--- config.mk ---
export PLATFORM = sky130hd
export DESIGN_NAME = modular_exponentiation
export DESIGN_NICKNAME = d
export VERILOG_FILES = /design/src/rtl/core/mexp_pkg.sv /design/src/rtl/core/mexp_modmul.sv /design/src/rtl/core/modular_exponentiation.sv
export SDC_FILE = /design/constraint.sdc
export NUM_CORES = 1
export LEC_CHECK = 0
export BUFFER_PORTS_ARGS = -buffer_cell sky130_fd_sc_hd__buf_2
export CAP_MARGIN = 20
export CORE_ASPECT_RATIO = 0.75
export CORE_MARGIN = 1.5
export CORE_UTILIZATION = 60
export DETAILED_ROUTE_END_ITERATION = 10
export PLACE_DENSITY = 0.8
export SYNTH_ARGS = -nofsm -noshare
export SYNTH_HDL_FRONTEND = slang
export SYNTH_SLANG_ARGS = --single-unit
--- constraint.sdc ---
create_clock -name clock -period 7.77 [get_ports clock]
set_clock_uncertainty 0.05 [all_clocks]
set_input_delay 0.3885 -clock clock [delete_from_list [all_inputs] [get_ports clock]]
set_output_delay 0.3885 -clock clock [all_outputs]
set_load 0.005 [all_outputs]
--- src/rtl/core/mexp_pkg.sv ---
// Shared constants, types and helpers for the modular exponentiation block.
package mexp_pkg;

   localparam int FIELD_W = 32;
   localparam int WIDTH   = 32;
   localparam int CNT_W   = $clog2(WIDTH);

   localparam logic [CNT_W-1:0] CNT_LAST  = CNT_W'(WIDTH - 1);
   localparam logic [WIDTH-1:0] OP_ZERO   = '0;
   localparam logic [WIDTH-1:0] OP_ONE    = {{(WIDTH-1){1'b0}}, 1'b1};

   typedef logic [WIDTH-1:0] operand_type;

   typedef enum logic [2:0] {
      ST_IDLE,
      ST_REDUCE,
      ST_TEST,
      ST_MULT,
      ST_SQUARE,
      ST_RESP
   } state_type;

   // Request to the shared modular multiplier.
   typedef struct packed {
      logic        start;
      operand_type x;
      operand_type y;
      operand_type m;
   } mul_req_type;

   // Answer from the shared modular multiplier.
   typedef struct packed {
      logic        done;
      operand_type product;
   } mul_rsp_type;

   function automatic logic [FIELD_W-1:0] to_field(input operand_type v);
      to_field = FIELD_W'(v);
   endfunction

endpackage

--- src/rtl/core/mexp_modmul.sv ---
// Bit-serial interleaved modular multiplier: one multiplier bit per cycle.
module mexp_modmul (
   input  logic                 clock,
   input  logic                 reset,
   input  mexp_pkg::mul_req_type req,
   output mexp_pkg::mul_rsp_type rsp
);

   localparam int W = mexp_pkg::WIDTH;

   logic [W-1:0]                 x_ff, x_in;
   logic [W-1:0]                 y_ff, y_in;
   logic [W-1:0]                 m_ff, m_in;
   logic [W:0]                   m2_ff, m2_in;
   logic [W-1:0]                 r_ff, r_in;
   logic [mexp_pkg::CNT_W-1:0]   cnt_ff, cnt_in;
   logic                         busy_ff, busy_in;
   logic                         done_ff, done_in;

   logic [W-1:0]                 addend;
   logic [W+1:0]                 sum;
   logic [W+1:0]                 diff1;
   logic [W+1:0]                 diff2;

   // The running remainder and the multiplicand are both below m, so the
   // doubled-and-added value stays below 3m and at most 2m is taken off.
   always_comb begin
      addend = x_ff[W-1] ? y_ff : mexp_pkg::OP_ZERO;
      sum    = {1'b0, r_ff, 1'b0} + {2'b00, addend};
      diff1  = sum - {2'b00, m_ff};
      diff2  = sum - {1'b0, m2_ff};
   end

   always_comb begin
      x_in    = x_ff;
      y_in    = y_ff;
      m_in    = m_ff;
      m2_in   = m2_ff;
      r_in    = r_ff;
      cnt_in  = cnt_ff;
      busy_in = busy_ff;
      done_in = 1'b0;
      if (busy_ff) begin
         x_in = {x_ff[W-2:0], 1'b0};
         if (sum >= {1'b0, m2_ff}) begin
            r_in = diff2[W-1:0];
         end else if (sum >= {2'b00, m_ff}) begin
            r_in = diff1[W-1:0];
         end else begin
            r_in = sum[W-1:0];
         end
         cnt_in = cnt_ff - 1'b1;
         if (cnt_ff == '0) begin
            busy_in = 1'b0;
            done_in = 1'b1;
         end
      end else if (req.start) begin
         x_in    = req.x;
         y_in    = req.y;
         m_in    = req.m;
         m2_in   = {req.m, 1'b0};
         r_in    = mexp_pkg::OP_ZERO;
         cnt_in  = mexp_pkg::CNT_LAST;
         busy_in = 1'b1;
      end
   end

   always_ff @(posedge clock) begin
      x_ff   <= x_in;
      y_ff   <= y_in;
      m_ff   <= m_in;
      m2_ff  <= m2_in;
      r_ff   <= r_in;
      cnt_ff <= cnt_in;
   end

   always_ff @(posedge clock) begin
      if (reset) begin
         busy_ff <= 1'b0;
         done_ff <= 1'b0;
      end else begin
         busy_ff <= busy_in;
         done_ff <= done_in;
      end
   end

   assign rsp.done    = done_ff;
   assign rsp.product = r_ff;

endmodule

--- src/rtl/core/modular_exponentiation.sv ---
// Top level: square-and-multiply sequencer around the shared modular multiplier.
//
// Usage: drive req_base_value, req_exponent and req_modulus and raise start
// while busy is low; that edge accepts the transaction and busy rises. The
// answer appears on rsp_power_result and rsp_modulus_error for exactly one
// cycle, marked by rsp_valid, and busy falls in the following cycle.
// Exponentiation is right to left: the base is first reduced by the modulus,
// then each exponent bit costs one multiply when set and one squaring while
// higher bits remain. All products go through one bit-serial multiplier. With n
// significant exponent bits a transaction takes P = 1 + set bits + n - 1
// products. A zero modulus or a zero exponent is answered in the cycle right
// after the accepting edge. The next transaction can be accepted in the cycle
// after the answer. One transaction is in flight at a time. A zero modulus
// gives 0 with rsp_modulus_error set. Reset returns the sequencer to idle and
// drops any transaction in progress. The receiver cannot stall: each result
// is taken in the cycle it is shown.
module modular_exponentiation (
   input  logic                           clock,
   input  logic                           reset,
   input  logic                           start,
   output logic                           busy,
   input  logic [mexp_pkg::FIELD_W-1:0]   req_base_value,
   input  logic [mexp_pkg::FIELD_W-1:0]   req_exponent,
   input  logic [mexp_pkg::FIELD_W-1:0]   req_modulus,
   output logic                           rsp_valid,
   output logic [mexp_pkg::FIELD_W-1:0]   rsp_power_result,
   output logic                           rsp_modulus_error
);

   localparam int W = mexp_pkg::WIDTH;

   mexp_pkg::state_type   state_ff, state_in;
   logic [W-1:0]          e_ff, e_in;
   logic [W-1:0]          m_ff, m_in;
   logic [W-1:0]          acc_ff, acc_in;
   logic [W-1:0]          sq_ff, sq_in;
   logic [W-1:0]          result_ff, result_in;
   logic                  err_ff, err_in;

   logic [W-1:0]          req_b;
   logic [W-1:0]          req_e;
   logic [W-1:0]          req_m;
   logic [W-1:0]          one_m;
   logic                  more_bits;

   mexp_pkg::mul_req_type mul_req;
   mexp_pkg::mul_rsp_type mul_rsp;

   mexp_modmul u_modmul (
      .clock (clock),
      .reset (reset),
      .req   (mul_req),
      .rsp   (mul_rsp)
   );

   always_comb begin
      req_b = req_base_value[W-1:0];
      req_e = req_exponent[W-1:0];
      req_m = req_modulus[W-1:0];
      // The multiplier needs operands below the modulus; one reduces to zero
      // when the modulus is one.
      one_m = (req_m == mexp_pkg::OP_ONE) ? mexp_pkg::OP_ZERO : mexp_pkg::OP_ONE;
      more_bits = |e_ff[W-1:1];
   end

   always_comb begin
      state_in  = state_ff;
      e_in      = e_ff;
      m_in      = m_ff;
      acc_in    = acc_ff;
      sq_in     = sq_ff;
      result_in = result_ff;
      err_in    = err_ff;
      mul_req.start = 1'b0;
      mul_req.x     = sq_ff;
      mul_req.y     = sq_ff;
      mul_req.m     = m_ff;
      unique case (state_ff)
         mexp_pkg::ST_IDLE: begin
            mul_req.x = req_b;
            mul_req.y = one_m;
            mul_req.m = req_m;
            if (start) begin
               if (req_m == mexp_pkg::OP_ZERO) begin
                  result_in = mexp_pkg::OP_ZERO;
                  err_in    = 1'b1;
                  state_in  = mexp_pkg::ST_RESP;
               end else if (req_e == mexp_pkg::OP_ZERO) begin
                  result_in = mexp_pkg::OP_ONE;
                  err_in    = 1'b0;
                  state_in  = mexp_pkg::ST_RESP;
               end else begin
                  mul_req.start = 1'b1;
                  e_in     = req_e;
                  m_in     = req_m;
                  acc_in   = one_m;
                  err_in   = 1'b0;
                  state_in = mexp_pkg::ST_REDUCE;
               end
            end
         end
         mexp_pkg::ST_REDUCE: begin
            if (mul_rsp.done) begin
               sq_in    = mul_rsp.product;
               state_in = mexp_pkg::ST_TEST;
            end
         end
         mexp_pkg::ST_TEST: begin
            if (e_ff[0]) begin
               mul_req.start = 1'b1;
               mul_req.x     = acc_ff;
               state_in      = mexp_pkg::ST_MULT;
            end else begin
               // The exponent is nonzero here, so a clear low bit implies
               // higher set bits and another squaring.
               e_in          = e_ff >> 1;
               mul_req.start = 1'b1;
               state_in      = mexp_pkg::ST_SQUARE;
            end
         end
         mexp_pkg::ST_MULT: begin
            if (mul_rsp.done) begin
               acc_in = mul_rsp.product;
               e_in   = e_ff >> 1;
               if (more_bits) begin
                  mul_req.start = 1'b1;
                  state_in      = mexp_pkg::ST_SQUARE;
               end else begin
                  result_in = mul_rsp.product;
                  state_in  = mexp_pkg::ST_RESP;
               end
            end
         end
         mexp_pkg::ST_SQUARE: begin
            if (mul_rsp.done) begin
               sq_in    = mul_rsp.product;
               state_in = mexp_pkg::ST_TEST;
            end
         end
         mexp_pkg::ST_RESP: begin
            state_in = mexp_pkg::ST_IDLE;
         end
         default: begin
            state_in = mexp_pkg::ST_IDLE;
         end
      endcase
   end

   always_ff @(posedge clock) begin
      if (reset) begin
         state_ff <= mexp_pkg::ST_IDLE;
      end else begin
         state_ff <= state_in;
      end
   end

   always_ff @(posedge clock) begin
      e_ff      <= e_in;
      m_ff      <= m_in;
      acc_ff    <= acc_in;
      sq_ff     <= sq_in;
      result_ff <= result_in;
      err_ff    <= err_in;
   end

   assign busy              = (state_ff != mexp_pkg::ST_IDLE);
   assign rsp_valid         = (state_ff == mexp_pkg::ST_RESP);
   assign rsp_power_result  = mexp_pkg::to_field(result_ff);
   assign rsp_modulus_error = err_ff;

endmodule
==> qor.txt, run 1 <==
Synth top area share: 0.4961
PostCTS Resize Cnt: 0
RSZ-0062 raised after global routing: no
DRT Wirelength: 50.77 mm
Worst-path clk slew: 0.07 ns
YS warnings: 0
outcome: finished, final reports clean
CTS tree: yes
clock sink count: 299
Vias per Instance: 6.600
core box area: 0.02905 sq mm
fmax: 142.1 MHz
Placer Congestion: 1.020
crit-path max FO: 32
EDFF count, synth: 293
Seq cells post-synth: 299
final period utilization: 0.9060
critical path arrival: 7.37 ns
H-tree Lvls: 1
syn nets: 1,876
chip height: 151.9 um
area delta synth->final: 14.02%
layout cells sized above 1: 0.1320
Max VDD drop: 0.0002094 V
detailed-route via count: 14,740
Post-Syn Area: 0.01774 sq mm
fillers: 2,163
slowest CP cell: edfxtp_1
cts hold-fix bufs: 33
Pwr Density: 431.5 mW/mm^2
DRC Markers: 0
post-layout min period: 7.039 ns
post-synthesis async set-or-reset flop share: 0
TritonCTS Buffers: 29
Initial Util: 0.6105
PortBufs: 133
vias in the first global route: 13,860
CP endpoint kind: flop
# diodes: 0
global-route wire length before repair: 78.74 mm
Placed Cells: 2,143
Skew-Pair Late Insertion Delay: 0.57 ns
GRT Total Usage: 0.3284
largest net degree at the start of global routing: 75
CTS max path bufs: 3
CP cell instances: and2_1 > ha_1 > inv_1 > fa_1 > nand2b_1 > a21oi_1 > o21ai_2 > o311a_4 > o21ai_1 > a311oi_1 > xnor2_1 > ha_1 > a21oi_1 > o21ai_0 > a2111oi_0 > o31ai_1 > or3b_2 > inv_2 > nand2_2 > o311ai_1
CP required: 8.10 ns
Worst path max stage delay: 0.89 ns
ranking of synthesized cells by area: edfxtp_1 50%, ha_1 6.8%, nand2_1 4.6%, a21oi_1 2.9%, xnor2_1 2.6%
Die ar.: 0.03061 sq mm
Avg WL per Cell: 22.74 um
Final Slew Violations: 0
Die Width: 201.5 um
Post-CTS Setup Bufs: 0
worst slew pin tran: 1.093 ns
Layout Cells excl Fill: 2,233
# setup viols final: 0
io pins: 134
Commonest cells post-synth: 293 x edfxtp_1, 215 x nand2_1, 101 x a21oi_1
root buffer cell: clkbuf_16
syn avg cell area: 10.57 sq um
Setup crit start kind: flop
top-count cell post-synth: edfxtp_1
setup tns final: 0 ns
post-synth cell types: 88
total congestion overflow: 0
initial antenna violation count: 0
final hold violations: 0
Worst Hold Class: input pin to flop
Main synth FF type: edfxtp_1
max_cap viols: 0
Iter 0 DRT Violations: 1,763
row count: 54
leak pwr: 7.936 nW
Worst Path Class, Setup: flop to flop
NumNets Final: 2,016
Rel. slew slack: 0.2710
Worst Hold Slack: 0.08423 ns
post-route ant nets: 0
router iterations before antenna repair: 9
Seq/Total Area, Yosys: 0.5029
Cells after Synth: 1,678
post-synth top area cell: edfxtp_1
Detail Placement HPWL: 35.98 mm
[stage by stage]
stage,setup slack (ns),utilization,instance area (sq um),power [mW]
floorplan,1.924,-,17740,5.739
global placement,1.100,0.6457,18760,6.879
detailed placement,0.8858,0.6457,18760,6.932
CTS,0.8255,0.6945,20180,8.591
global route,0.2774,0.6961,20220,9.217
finish,0.7305,0.6961,20220,8.727
[where the power goes]
part | internal (mW) | total, mW | switching, mW
logic | 1.74 | 4.77 | 3.03
clock network | 0.985 | 1.62 | 0.639
registers | 2.14 | 2.33 | 0.195
total | 4.86 | 8.73 | 3.86
[kinds of logic (layout without fill, tap and decap cells)]
kind of cell             count (synthesis)  after routing  share of synthesized area
AO/OA/AOI/OAI                          469            469                     0.1882
XOR/XNOR                                76             76                    0.03753
adder cells (fa/ha/maj)                 99             99                    0.07111
buffers and inverters                  153            316                    0.03506
flip-flops                             299            299                     0.5029
multiplexers                             5              5                   0.003880
AND/OR/NAND/NOR                        577            577                     0.1613
[per-layer routing]
layer  GRT usage  vias to the layer above  routed length [um]
met5           0                        -                   0
li1            -                     6719                   -
met4     0.08920                        0                1359
met2      0.4844                      815               22120
met3     0.07422                      100                5274
met1      0.4895                     7103               22020
[state kept, by name, summed over array words and instances (netlist names)]
signal	flops
acc_ff	32
e_ff	32
m_ff	32
rsp_modulus_error	1
rsp_power_result	32
sq_ff	32
state_ff	3
u_modmul.busy_ff	1
u_modmul.cnt_ff	5
u_modmul.done_ff	1
u_modmul.m_ff	32
u_modmul.r_ff	32
u_modmul.x_ff	32
u_modmul.y_ff	32
[worst max-delay path: cells and delay by family (launching register included)]
kind / cells / cell delay (ns)
buf+inv: 2 / 0.59
flops: 1 / 0.89
compound gates: 10 / 2.39
xor+xnor: 1 / 0.40
simple gates: 4 / 1.53
fa+ha+maj: 3 / 0.97
[final cells by class]
type                       count  area (sq um)  share of cell area
clock inverter                24         360.3             0.01782
sequential                   299          8920              0.4411
clock buffer                  30         729.5             0.03607
multi-input combinational   1226          8262              0.4085
tap                          392         490.5             0.02425
inverter                      74         277.8             0.01374
timing repair buffer         188          1184             0.05853
[layout by cell type (no fill, tap or decap), types with 9 or more instances in the layout]
| cell | n |
|---|---|
| nor4_1 | 32 |
| o2111ai_1 | 9 |
| o21a_1 | 20 |
| xnor2_1 | 52 |
| edfxtp_1 | 293 |
| nor2b_1 | 39 |
| clkbuf_16 | 29 |
| xor2_1 | 24 |
| nor2_1 | 66 |
| o211ai_1 | 25 |
| and3_1 | 40 |
| nor3_1 | 29 |
| or3_1 | 9 |
| inv_1 | 71 |
| bufinv_16 | 9 |
| nand3_1 | 30 |
| o21ai_0 | 64 |
| a21oi_1 | 98 |
| a31oi_1 | 24 |
| a22o_1 | 31 |
| dlygate4sd3_1 | 33 |
| nand2b_1 | 15 |
| nand4_1 | 29 |
| a211oi_1 | 15 |
| and2_1 | 38 |
| a222oi_1 | 32 |
| a21o_1 | 30 |
| o31ai_1 | 36 |
| nand2_1 | 214 |
| buf_4 | 19 |
| ha_1 | 96 |
| buf_2 | 133 |
[worst paths after layout]
path | end | slack [ns] | cells past startpoint | from
worst max-delay path | u_modmul.r_ff[2]$_SDFFCE_PN0P_ | 0.73 | 20 | u_modmul.x_ff[31]$_DFFE_PP_
worst min-delay path | e_ff[30]$_DFFE_PP_ | 0.08 | 2 | req_exponent[30]
worst max register to register | u_modmul.r_ff[2]$_SDFFCE_PN0P_ | 0.73 | 20 | u_modmul.x_ff[31]$_DFFE_PP_
worst min register to register | u_modmul.x_ff[0]$_SDFFE_PP0P_ | 0.44 | 2 | u_modmul.x_ff[0]$_SDFFE_PP0P_
Power figures use the tool's default switching activity.
==> run 2, diff against run 1 <==
Settings changed: CTS_BUF_LIST from default to sky130_fd_sc_hd__clkbuf_16, PLACE_DENSITY 0.8 to default, PLACE_DENSITY_LB_ADDON from default to 0.1, REMOVE_ABC_BUFFERS from default to 1.
==> qor.txt, run 2 (synthesis results as in run 1) <==
core box area: 0.02905 sq mm (unchanged)
vias in the first global route: 13,200 (was 13,860)
global-route wire length before repair: 72.93 mm (was 78.74 mm)
DRT Wirelength: 46.22 mm (was 50.77 mm)
GRT Total Usage: 0.2991 (was 0.3284)
Worst Path Class, Setup: flop to flop (unchanged)
leading cell type in the layout, fill and taps excluded: edfxtp_1 (unchanged)
Setup WS pre-CTS: 1.583 ns (was 0.8858 ns)
clock sink count: 299 (unchanged)
Max VDD drop: 0.0002070 V (was 0.0002094 V)
root buffer cell: clkbuf_16 (unchanged)
most frequent cells in the layout: 293 x edfxtp_1, 214 x nand2_1, 133 x buf_2, 98 x a21oi_1, 96 x ha_1 (unchanged)
RSZ-0062 raised after global routing: no (unchanged)
total congestion overflow: 0 (unchanged)
CP required: 8.13 ns (was 8.10 ns)
critical path arrival: 6.68 ns (was 7.37 ns)
post-route ant nets: 0 (unchanged)
Post-CTS Setup Bufs: 0 (unchanged)
Crit path max-delay family: simple AND/OR/NAND/NOR gates (was compound AO/OA/AOI/OAI gates)
row count: 54 (unchanged)
Worst Path Buf+Inv: 1 (was 2)
CTS max path bufs: 3 (unchanged)
fmax: 158.3 MHz (was 142.1 MHz)
Pwr Density: 420.8 mW/mm^2 (was 431.5 mW/mm^2)
Worst-path clk slew: 0.06 ns (was 0.07 ns)
router iterations before antenna repair: 8 (was 9)
Final Slew Violations: 0 (unchanged)
CP cell instances: and2_1 > ha_1 > inv_1 > fa_1 > nand2b_1 > a21oi_1 > o21ai_2 > o311a_4 > o21ai_1 > a311oi_1 > xnor2_1 > ha_1 > and3_1 > and4_1 > a41oi_1 > o21ai_0 > nand2_1 > o2111ai_1 > or2_1 > or4_1 > o211ai_1 (was and2_1 > ha_1 > inv_1 > fa_1 > nand2b_1 > a21oi_1 > o21ai_2 > o311a_4 > o21ai_1 > a311oi_1 > xnor2_1 > ha_1 > a21oi_1 > o21ai_0 > a2111oi_0 > o31ai_1 > or3b_2 > inv_2 > nand2_2 > o311ai_1)
max_cap viols: 0 (unchanged)
Layout Cells excl Fill: 2,228 (was 2,233)
post-layout min period: 6.318 ns (was 7.039 ns)
# setup viols final: 0 (unchanged)
CTS tree: yes (unchanged)
Rel. slew slack: 0.3800 (was 0.2710)
TritonCTS Buffers: 28 (was 29)
Worst Hold Slack: 0.02560 ns (was 0.08423 ns)
layout cells sized above 1: 0.1285 (was 0.1320)
io pins: 134 (unchanged)
setup tns final: 0 ns (unchanged)
Iter 0 DRT Violations: 1,847 (was 1,763)
# diodes: 0 (unchanged)
final hold violations: 0 (unchanged)
Avg WL per Cell: 20.74 um (was 22.74 um)
Detail Placement HPWL: 33.21 mm (was 35.98 mm)
Placer Congestion: 0.9477 (was 1.020)
largest net degree at the start of global routing: 96 (was 75)
CP endpoint kind: flop (unchanged)
outcome: finished, final reports clean (unchanged)
detailed-route via count: 14,160 (was 14,740)
Placed Cells: 2,146 (was 2,143)
crit-path most repeated cell: ha_1
Die ar.: 0.03061 sq mm (unchanged)
area delta synth->final: 12.75% (was 14.02%)
leak pwr: 7.837 nW (was 7.936 nW)
H-tree Lvls: 1 (unchanged)
Initial Util: 0.6105 (unchanged)
worst slew pin tran: 0.9300 ns (was 1.093 ns)
crit-path max FO: 25 (was 32)
chip height: 151.9 um (unchanged)
Setup crit start kind: flop (unchanged)
initial antenna violation count: 0 (unchanged)
Worst path max stage delay: 0.64 ns (was 0.89 ns)
final period utilization: 0.8132 (was 0.9060)
PortBufs: 133 (unchanged)
Vias per Instance: 6.354 (was 6.600)
fin util: 0.6883 (was 0.6961)
Die Width: 201.5 um (unchanged)
fin worst setup slack: 1.452 ns (was 0.7305 ns)
slowest CP cell: edfxtp_1 (unchanged)
Skew-Pair Late Insertion Delay: 0.57 ns (about the same)
Worst Hold Class: input pin to flop (unchanged)
NumNets Final: 2,014 (was 2,016)
DRC Markers: 0 (unchanged)
run 2: repair_timing:
action	CTS	global route
hold buffers	32	0
endpoints found under the hold margin	36	0
gates resized for setup	0	0
run 2: cell type report:
class | count | area, sq um
Multi-Input combinational cell | 1226 | 8257
Clock buffer | 28 | 700.7
Tap cell | 392 | 490.5
Sequential cell | 299 | 8920
Fill cell | 2205 | 9056
Clock inverter | 22 | 180.2
Inverter | 74 | 277.8
Timing Repair Buffer | 187 | 1171
run 2: worst paths after layout:
path / slack [ns] / start / endpoint / cells past startpoint
max: 1.45 / u_modmul.x_ff[31]$_DFFE_PP_ / u_modmul.r_ff[25]$_SDFFCE_PN0P_ / 21
min: 0.03 / req_modulus[31] / m_ff[31]$_DFFE_PP_ / 1
max reg2reg: 1.45 / u_modmul.x_ff[31]$_DFFE_PP_ / u_modmul.r_ff[25]$_SDFFCE_PN0P_ / 21
min reg2reg: 0.45 / u_modmul.x_ff[0]$_SDFFE_PP0P_ / u_modmul.x_ff[0]$_SDFFE_PP0P_ / 2
run 2: per-layer routing:
| metal | track usage | vias up | wire [um] |
|---|---|---|---|
| met3 | 0.05169 | 47 | 4463 |
| met5 | 0 | - | 0 |
| met2 | 0.4126 | 719 | 18450 |
| met1 | 0.4937 | 6694 | 22560 |
| li1 | - | 6697 | - |
| met4 | 0.05188 | 0 | 735 |
run 2: report_power, final:
part	switching, mW	internal, mW
sequential	0.167	2.14
combinational	3.05	1.74
clock	0.595	0.724
run 2: per-stage QoR:
stage                     cell area, sq um  total power [mW]
final                                20000             8.414
after global routing                 20000             8.937
after CTS                            20000             8.272
after detailed placement             18800             6.920
after global placement               18770             6.911
after floorplan                      17390             5.652
